<file path="src/wfg_pkg.sv">
// ============================================================================
// wfg_pkg: shared types and constants for the wait-for graph cycle detector
// Holds the transaction payload structs and the fixed sizes of the wait-for
// table that follow from the field widths.
// ============================================================================
package wfg_pkg;

  // Rows and columns of the wait-for table, fixed by the field widths.
  localparam int ADJ_ROWS = 8;
  localparam int ROW_W = 8;
  localparam int PROC_W = 3;

  // Default number of processes searched.
  localparam int DEFAULT_NUM_PROCS = 8;

  // Input transaction modes.
  localparam logic MODE_LOAD = 1'b0;
  localparam logic MODE_DETECT = 1'b1;

  typedef struct packed {
    logic mode;
    logic [PROC_W-1:0] row_index;
    logic [ROW_W-1:0] row_bits;
  } in_item_t;

  typedef struct packed {
    logic found;
    logic [PROC_W-1:0] process;
    logic last;
  } out_item_t;

endpackage

</file>
<file path="src/wfg_dfs_engine.sv">
// ============================================================================
// wfg_dfs_engine: wait-for table and depth-first search sequencer
// Stores the wait-for rows and walks the graph one neighbor check per cycle.
// On the first back edge it replays the cycle from the search stack.
// ============================================================================
module wfg_dfs_engine
  import wfg_pkg::*;
#(
  parameter int NUM_PROCS = DEFAULT_NUM_PROCS
) (
  input  logic      clk,
  input  logic      rst_n,
  input  logic      item_valid,
  output logic      item_ready,
  input  in_item_t  item,
  output logic      res_valid,
  input  logic      res_ready,
  output out_item_t res
);

  // Node index width, and a width that also holds NUM_PROCS itself.
  localparam int NW = (NUM_PROCS > 1) ? $clog2(NUM_PROCS) : 1;
  localparam int JW = $clog2(NUM_PROCS + 1);
  localparam int NXW = (NW > PROC_W) ? NW : PROC_W;
  localparam int JXW = (JW > PROC_W) ? JW : PROC_W;

  // Sequencer states.
  localparam logic [2:0] S_IDLE = 3'd0;
  localparam logic [2:0] S_ROOT = 3'd1;
  localparam logic [2:0] S_SCAN = 3'd2;
  localparam logic [2:0] S_FIND = 3'd3;
  localparam logic [2:0] S_EMIT = 3'd4;
  localparam logic [2:0] S_NONE = 3'd5;

  logic [2:0] state_r, state_nxt;
  logic [ROW_W-1:0] adj_r [ADJ_ROWS];
  logic [NUM_PROCS-1:0] visited_r, visited_nxt;
  logic [NUM_PROCS-1:0] onpath_r, onpath_nxt;
  logic [JW-1:0] root_r, root_nxt;
  logic [JW-1:0] depth_r, depth_nxt;
  logic [NW-1:0] cur_u_r, cur_u_nxt;
  logic [JW-1:0] cur_j_r, cur_j_nxt;
  logic [NW-1:0] target_r, target_nxt;
  logic [NW-1:0] idx_r, idx_nxt;

  // Search stack: node of each frame and its next neighbor to try.
  logic [NW-1:0] node_mem [NUM_PROCS];
  logic [JW-1:0] next_mem [NUM_PROCS];

  logic node_we, next_we;
  logic [NW-1:0] node_waddr, next_waddr;
  logic [NW-1:0] node_wdata;
  logic [JW-1:0] next_wdata;

  logic [NW-1:0] rd_addr;
  logic [NW-1:0] rd_node;
  logic [JW-1:0] rd_next;

  logic [JW-1:0] depth_m1, depth_m2;
  logic [NXW-1:0] u_ext, rd_node_ext;
  logic [JXW-1:0] j_ext;
  logic [NW-1:0] j_idx;
  logic j_done, edge_hit, is_last;
  logic [ROW_W-1:0] cur_row;

  assign depth_m1 = depth_r - JW'(1);
  assign depth_m2 = depth_r - JW'(2);
  assign j_idx = cur_j_r[NW-1:0];
  assign u_ext = NXW'(cur_u_r);
  assign j_ext = JXW'(cur_j_r);
  assign j_done = (cur_j_r == JW'(NUM_PROCS));

  // Row of the current node; nodes beyond the table have no edges.
  assign cur_row = (int'(u_ext) < ADJ_ROWS) ? adj_r[u_ext[PROC_W-1:0]] : '0;
  assign edge_hit = !j_done && (int'(j_ext) < ROW_W) && cur_row[j_ext[PROC_W-1:0]];

  // One stack read port, shared by the pop path and the cycle replay.
  assign rd_addr = (state_r == S_SCAN) ? depth_m2[NW-1:0] : idx_r;
  assign rd_node = node_mem[rd_addr];
  assign rd_next = next_mem[rd_addr];
  assign rd_node_ext = NXW'(rd_node);
  assign is_last = (idx_r == depth_m1[NW-1:0]);

  assign item_ready = (state_r == S_IDLE);

  // Result presented to the output stage.
  always_comb begin
    res_valid = 1'b0;
    res = '0;
    case (state_r)
      S_EMIT: begin
        res_valid = 1'b1;
        res.found = 1'b1;
        res.process = rd_node_ext[PROC_W-1:0];
        res.last = is_last;
      end
      S_NONE: begin
        res_valid = 1'b1;
        res.last = 1'b1;
      end
      default: begin
        res_valid = 1'b0;
      end
    endcase
  end

  // Search sequencer.
  always_comb begin
    state_nxt = state_r;
    visited_nxt = visited_r;
    onpath_nxt = onpath_r;
    root_nxt = root_r;
    depth_nxt = depth_r;
    cur_u_nxt = cur_u_r;
    cur_j_nxt = cur_j_r;
    target_nxt = target_r;
    idx_nxt = idx_r;
    node_we = 1'b0;
    node_waddr = '0;
    node_wdata = '0;
    next_we = 1'b0;
    next_waddr = '0;
    next_wdata = '0;
    case (state_r)
      S_IDLE: begin
        if (item_valid && item.mode == MODE_DETECT) begin
          visited_nxt = '0;
          onpath_nxt = '0;
          depth_nxt = '0;
          root_nxt = '0;
          state_nxt = S_ROOT;
        end
      end
      S_ROOT: begin
        if (root_r == JW'(NUM_PROCS)) begin
          state_nxt = S_NONE;
        end else if (visited_r[root_r[NW-1:0]]) begin
          root_nxt = root_r + JW'(1);
        end else begin
          // Push the root as the only frame.
          node_we = 1'b1;
          node_waddr = '0;
          node_wdata = root_r[NW-1:0];
          visited_nxt[root_r[NW-1:0]] = 1'b1;
          onpath_nxt[root_r[NW-1:0]] = 1'b1;
          depth_nxt = JW'(1);
          cur_u_nxt = root_r[NW-1:0];
          cur_j_nxt = '0;
          state_nxt = S_SCAN;
        end
      end
      S_SCAN: begin
        if (j_done) begin
          // All neighbors tried: pop this node.
          onpath_nxt[cur_u_r] = 1'b0;
          depth_nxt = depth_m1;
          if (depth_r == JW'(1)) begin
            root_nxt = root_r + JW'(1);
            state_nxt = S_ROOT;
          end else begin
            cur_u_nxt = rd_node;
            cur_j_nxt = rd_next;
          end
        end else if (edge_hit && !visited_r[j_idx]) begin
          // Tree edge: save where the parent resumes and descend.
          next_we = 1'b1;
          next_waddr = depth_m1[NW-1:0];
          next_wdata = cur_j_r + JW'(1);
          node_we = 1'b1;
          node_waddr = depth_r[NW-1:0];
          node_wdata = j_idx;
          visited_nxt[j_idx] = 1'b1;
          onpath_nxt[j_idx] = 1'b1;
          depth_nxt = depth_r + JW'(1);
          cur_u_nxt = j_idx;
          cur_j_nxt = '0;
        end else if (edge_hit && onpath_r[j_idx]) begin
          // Back edge: a cycle closes at this neighbor.
          target_nxt = j_idx;
          idx_nxt = '0;
          state_nxt = S_FIND;
        end else begin
          cur_j_nxt = cur_j_r + JW'(1);
        end
      end
      S_FIND: begin
        if (rd_node == target_r) begin
          state_nxt = S_EMIT;
        end else begin
          idx_nxt = idx_r + NW'(1);
        end
      end
      S_EMIT: begin
        if (res_ready) begin
          if (is_last) begin
            state_nxt = S_IDLE;
          end else begin
            idx_nxt = idx_r + NW'(1);
          end
        end
      end
      S_NONE: begin
        if (res_ready) begin
          state_nxt = S_IDLE;
        end
      end
      default: begin
        state_nxt = S_IDLE;
      end
    endcase
  end

  // Control and mark registers.
  always_ff @(posedge clk) begin
    if (!rst_n) begin
      state_r <= S_IDLE;
      visited_r <= '0;
      onpath_r <= '0;
      root_r <= '0;
      depth_r <= '0;
    end else begin
      state_r <= state_nxt;
      visited_r <= visited_nxt;
      onpath_r <= onpath_nxt;
      root_r <= root_nxt;
      depth_r <= depth_nxt;
    end
  end

  // Datapath registers of the current frame.
  always_ff @(posedge clk) begin
    cur_u_r <= cur_u_nxt;
    cur_j_r <= cur_j_nxt;
    target_r <= target_nxt;
    idx_r <= idx_nxt;
  end

  // Wait-for table: one row written per load transaction whose row index is below NUM_PROCS.
  always_ff @(posedge clk) begin
    if (!rst_n) begin
      for (int i = 0; i < ADJ_ROWS; i++) begin
        adj_r[i] <= '0;
      end
    end else if (item_valid && item_ready && item.mode == MODE_LOAD &&
                 int'(item.row_index) < NUM_PROCS) begin
      adj_r[item.row_index] <= item.row_bits;
    end
  end

  // Search stack writes.
  always_ff @(posedge clk) begin
    if (node_we) begin
      node_mem[node_waddr] <= node_wdata;
    end
    if (next_we) begin
      next_mem[next_waddr] <= next_wdata;
    end
  end

endmodule

</file>
<file path="src/wait_for_graph_cycle_detector.sv">
// ============================================================================
// wait_for_graph_cycle_detector: deadlock detector over a wait-for graph
// Loads wait-for rows and searches the graph depth first for a cycle.
// ============================================================================
// Usage: the input channel carries one transaction per command. A load
// transaction (mode 0) writes the wait-for row of one process and gives no
// result; it is taken while the block is idle. A detect transaction (mode 1)
// clears the search marks and runs a depth-first search from process 0
// upward, trying neighbors in ascending order. The search checks one
// neighbor per cycle in a single sequencer; on a back edge it then locates
// the cycle start on the search stack.
// On a cycle, one result per member comes out, from the back-edge target to
// the detecting process, the final one flagged by last. Without a cycle one
// result with found low and last high comes out. The input is not ready
// while a detection runs. Results pass through an output register, so the
// next command is accepted while the final result still waits; a stalled
// receiver holds the search at its current result. Reset clears the table
// to no edges and returns the block to idle.
module wait_for_graph_cycle_detector
  import wfg_pkg::*;
#(
  parameter int NUM_PROCS = DEFAULT_NUM_PROCS
) (
  input  logic      clk,
  input  logic      rst_n,
  input  logic      in_valid,
  output logic      in_ready,
  input  in_item_t  in_data,
  output logic      out_valid,
  input  logic      out_ready,
  output out_item_t out_data
);

  logic res_valid, res_ready;
  out_item_t res;
  logic out_valid_r;
  out_item_t out_data_r;

  wfg_dfs_engine #(
    .NUM_PROCS(NUM_PROCS)
  ) u_engine (
    .clk(clk),
    .rst_n(rst_n),
    .item_valid(in_valid),
    .item_ready(in_ready),
    .item(in_data),
    .res_valid(res_valid),
    .res_ready(res_ready),
    .res(res)
  );

  // Output register: refilled whenever it is empty or being drained.
  assign res_ready = !out_valid_r || out_ready;

  always_ff @(posedge clk) begin
    if (!rst_n) begin
      out_valid_r <= 1'b0;
    end else if (res_ready) begin
      out_valid_r <= res_valid;
    end
  end

  always_ff @(posedge clk) begin
    if (res_ready && res_valid) begin
      out_data_r <= res;
    end
  end

  assign out_valid = out_valid_r;
  assign out_data = out_data_r;

endmodule

</file>
<file path="config.mk">
export PLATFORM = sky130hd
export DESIGN_NAME = wait_for_graph_cycle_detector
export DESIGN_NICKNAME = d
export VERILOG_FILES = /design/src/wfg_pkg.sv /design/src/wfg_dfs_engine.sv /design/src/wait_for_graph_cycle_detector.sv
export SDC_FILE = /design/constraint.sdc
export NUM_CORES = 1
export LEC_CHECK = 0
export BUFFER_PORTS_ARGS = -buffer_cell sky130_fd_sc_hd__buf_2
export CAP_MARGIN = 25
export CORE_MARGIN = 1.5
export CORE_UTILIZATION = 45
export CTS_CLUSTER_SIZE = 24
export DETAILED_ROUTE_END_ITERATION = 12
export PLACE_DENSITY_LB_ADDON = 0.15
export SLEW_MARGIN = 10
export SYNTH_ARGS = -nofsm -noshare
export SYNTH_HDL_FRONTEND = slang
export SYNTH_SLANG_ARGS = --single-unit
</file>
<file path="constraint.sdc">
create_clock -name clk -period 7.9 [get_ports clk]
set_input_delay 0.79 -clock clk [delete_from_list [all_inputs] [get_ports clk]]
set_output_delay 0.79 -clock clk [all_outputs]
set_load 0.02 [all_outputs]
</file>
==> results.toml <==
[status]
status = "complete, no violations"

[sta]
max_slew_margin_pct = 34.6
finClkSkew_ns = 0.0122
layout_min_cycle_time_ns = 4.08
rsz0062_at_grt = "no"
worst_pin_slew_ns = 0.981
setup_viol = 0
fmax_ghz = 0.245
hold_ws_ns = 0.491
final_max_slew_viol_count = 0
fin_tns_setup_ns = 0
fin_crit_sh_pct = 51.7
finalHoldViolCount = 0

[cells_and_area]
seqCellArea_um2 = 4760
layout_common_cells = "edfxtp_1, and2_1, nor2_1"
antenna_cells = 0
fillers = 1529
final_nets = 740
multi_input_area_um2 = 3380
layout-drive-gt1-share_pct = 13.2
final_common_cell = "edfxtp_1"
final_core_util_pct = 51.4
syn_to_final_growth_pct = 10.9

[drt]
first_iter_violations = 625
drt-pass1-iter-count = 5
routed_wl_um = 19500
routedWlPerCell_um = 20.4
drc = 0
avgViaCountPerCell = 5.93
num_vias = 5666
ant_nets = 0

[logic_synthesis]
synth-seq-cells = 169
synth-simple-area-share_pct = 16.4
synth_area_um2 = 8370
syn_inst = 694
synth_cell_types = 70
async_reset_ff_share_pct = 0
syn-mean-instance-area_um2 = 12.1
ys_seq_area_share_pct = 56.9
synth_xor_area_share_pct = 1.91
synthAdderAreaFrac_pct = 1.49
syn-num-nets = 720
synth_top_flop_cell = "edfxtp_1"
synth_compound_area_share_pct = 11.1
synth_edf_count = 138
synth_top_family_by_area = "simple AND/OR/NAND/NOR gates"
synthMuxAreaShare_pct = 9.44
yosysWarningCount = 0

[grt]
gr-total-overflow = 0
met2_usage_pct = 33.2
use_met3_pct = 4.30
global_route.peak_usage_layer = "met2"
met1_usage_pct = 28.3
grt_pass1_vias = 5661
grt_pass1_wl_um = 31200
track_usage_pct = 21.0
grt_start_max_net_pins = 28
antenna_found_initial = 0

[clock_tree]
clock_path_buffers = 2
clock_latency_ns = 0.43
cts_setup_buffers = 0
clk_pin_slew_ns = 0.06
cts_tree = "built"
root_buffer = "clkbuf_16"
cts.sinks = 169
holdBufCountCts = 0
cts-buffers-inserted = 17
cts-resized-gates = 0
htreeDepth = 4

[setup_path]
critPathSlowestCell = "or3b_1"
critPathKind = "register to register"
path_common_cell = "mux2i_1"
worstPathBufferInverterCount = 0
cp.required_ns = 7.98
cp-start-kind = "register"
cp-end-kind = "register"
crit_fanout = 23
cp_cell_sequence = "or3b_1 > mux2i_4 > mux2i_1 > mux2i_1 > mux2i_1 > xnor2_1 > nor4_1 > nor3_1"
critPathMaxStageDelay_ns = 0.85
cp.arrival_ns = 4.16
crit_family = "multiplexers"

[floorplanning]
initial_core_util_pct = 46.3
io_pins = 23
fp.dieH_um = 139
die_width_um = 139
die_area_um2 = 19400
row_count = 49
coreArea_um2 = 18100

[power_and_ir_drop]
p_leak_uw = 0.00334
cellPowerDensity_nw_per_um2 = 331
worst_ir_drop_vdd_v = 0.000197

[job]
drv_cap = 0

[placement]
portBuffers = 22
gp_congestion = 0.912
hpwlAfterDp_um = 13800

[min_path]
hp-class = "register to register"
==> routing by layer <==
metal / vias up / share of wire, %
li1: 2645 / -
met1: 2784 / 44
met2: 190 / 48
met3: 47 / 5.5
met4: 0 / 2.9
met5: - / 0
==> cell usage after synthesis (6+ instances only) <==
master / n / area [um2]
a211oi_1: 15 / 113
a21oi_1: 36 / 180
a31oi_1: 6 / 37.5
and2_1: 66 / 413
clkbuf_1: 24 / 90.1
dfxtp_1: 31 / 621
edfxtp_1: 138 / 4140
ha_1: 10 / 125
inv_1: 13 / 48.8
mux2i_1: 28 / 280
mux4_2: 14 / 315
nand2_1: 46 / 173
nand2b_1: 14 / 87.6
nand3_1: 16 / 80.1
nor2_1: 57 / 214
nor2b_1: 14 / 87.6
nor3_1: 21 / 105
o211ai_1: 7 / 52.6
o21ai_0: 25 / 125
o22ai_1: 13 / 81.3
o31ai_1: 6 / 45.0
xnor2_1: 8 / 70.1
==> stage by stage <==
stage	cell area (um2)	cells	worst slack [ns]	power, uW
6_report	9290	956	3.82	3070
5_1_grt	9290	956	3.47	3240
4_1_cts	9250	952	3.60	3060
3_5_place_dp	8680	920	3.63	2260
3_3_place_gp	8650	919	3.49	2210
2_1_floorplan	8370	694	4.84	1980
==> registers in the layout (all words and copies together) (netlist names), 4 cells and up, named ones only <==
signal and flops:
u_engine.onpath_r 8, u_engine.node_mem 24, u_engine.depth_r 4, u_engine.root_r 4, u_engine.next_mem 32, u_engine.cur_j_r 4
u_engine.visited_r 8, u_engine.adj_r 64, out_data 5
==> worst paths after layout <==
kind                               from                    end  slack [ns]  cells after the start
setup / recovery    u_engine.state_r[0]      u_engine.idx_r[2]        3.82                      8
hold / removal    u_engine.visited_r[3]  u_engine.visited_r[3]        0.49                      2
setup reg to reg    u_engine.state_r[0]      u_engine.idx_r[2]        3.82                      8
hold reg to reg   u_engine.visited_r[3]  u_engine.visited_r[3]        0.49                      2
==> cell families after synthesis <==
kind of cell	Yosys count
AO/OA/AOI/OAI	138
XOR/XNOR	15
adder cells (fa/ha/maj)	10
buffers and inverters	48
flip-flops	169
multiplexers	52
AND/OR/NAND/NOR	262
==> tightest hold or removal path: cells and delay by family (launching register included) <==
kind	cells	cell delay, ns
flip-flops	1	0.34
AND/OR/NAND/NOR	1	0.07
AO/OA/AOI/OAI	1	0.05
==> where the power goes <==
| part | internal [uW] | switching, uW | total [uW] |
|---|---|---|---|
| Combinational | 422 | 630 | 1050 |
| Sequential | 1070 | 151 | 1220 |
| Clock | 465 | 338 | 803 |
| Total | 1950 | 1120 | 3070 |
==> area by class of cell <==
type / count / area share (%)
Clock buffer: 21 / 4.74
Clock inverter: 11 / 1.33
Tap cell: 229 / 3.08
Inverter: 13 / 0.525
Multi-Input combinational cell: 477 / 36.4
Timing Repair Buffer: 36 / 2.67
Sequential cell: 169 / 51.3
(Power assumes the default switching activity.)
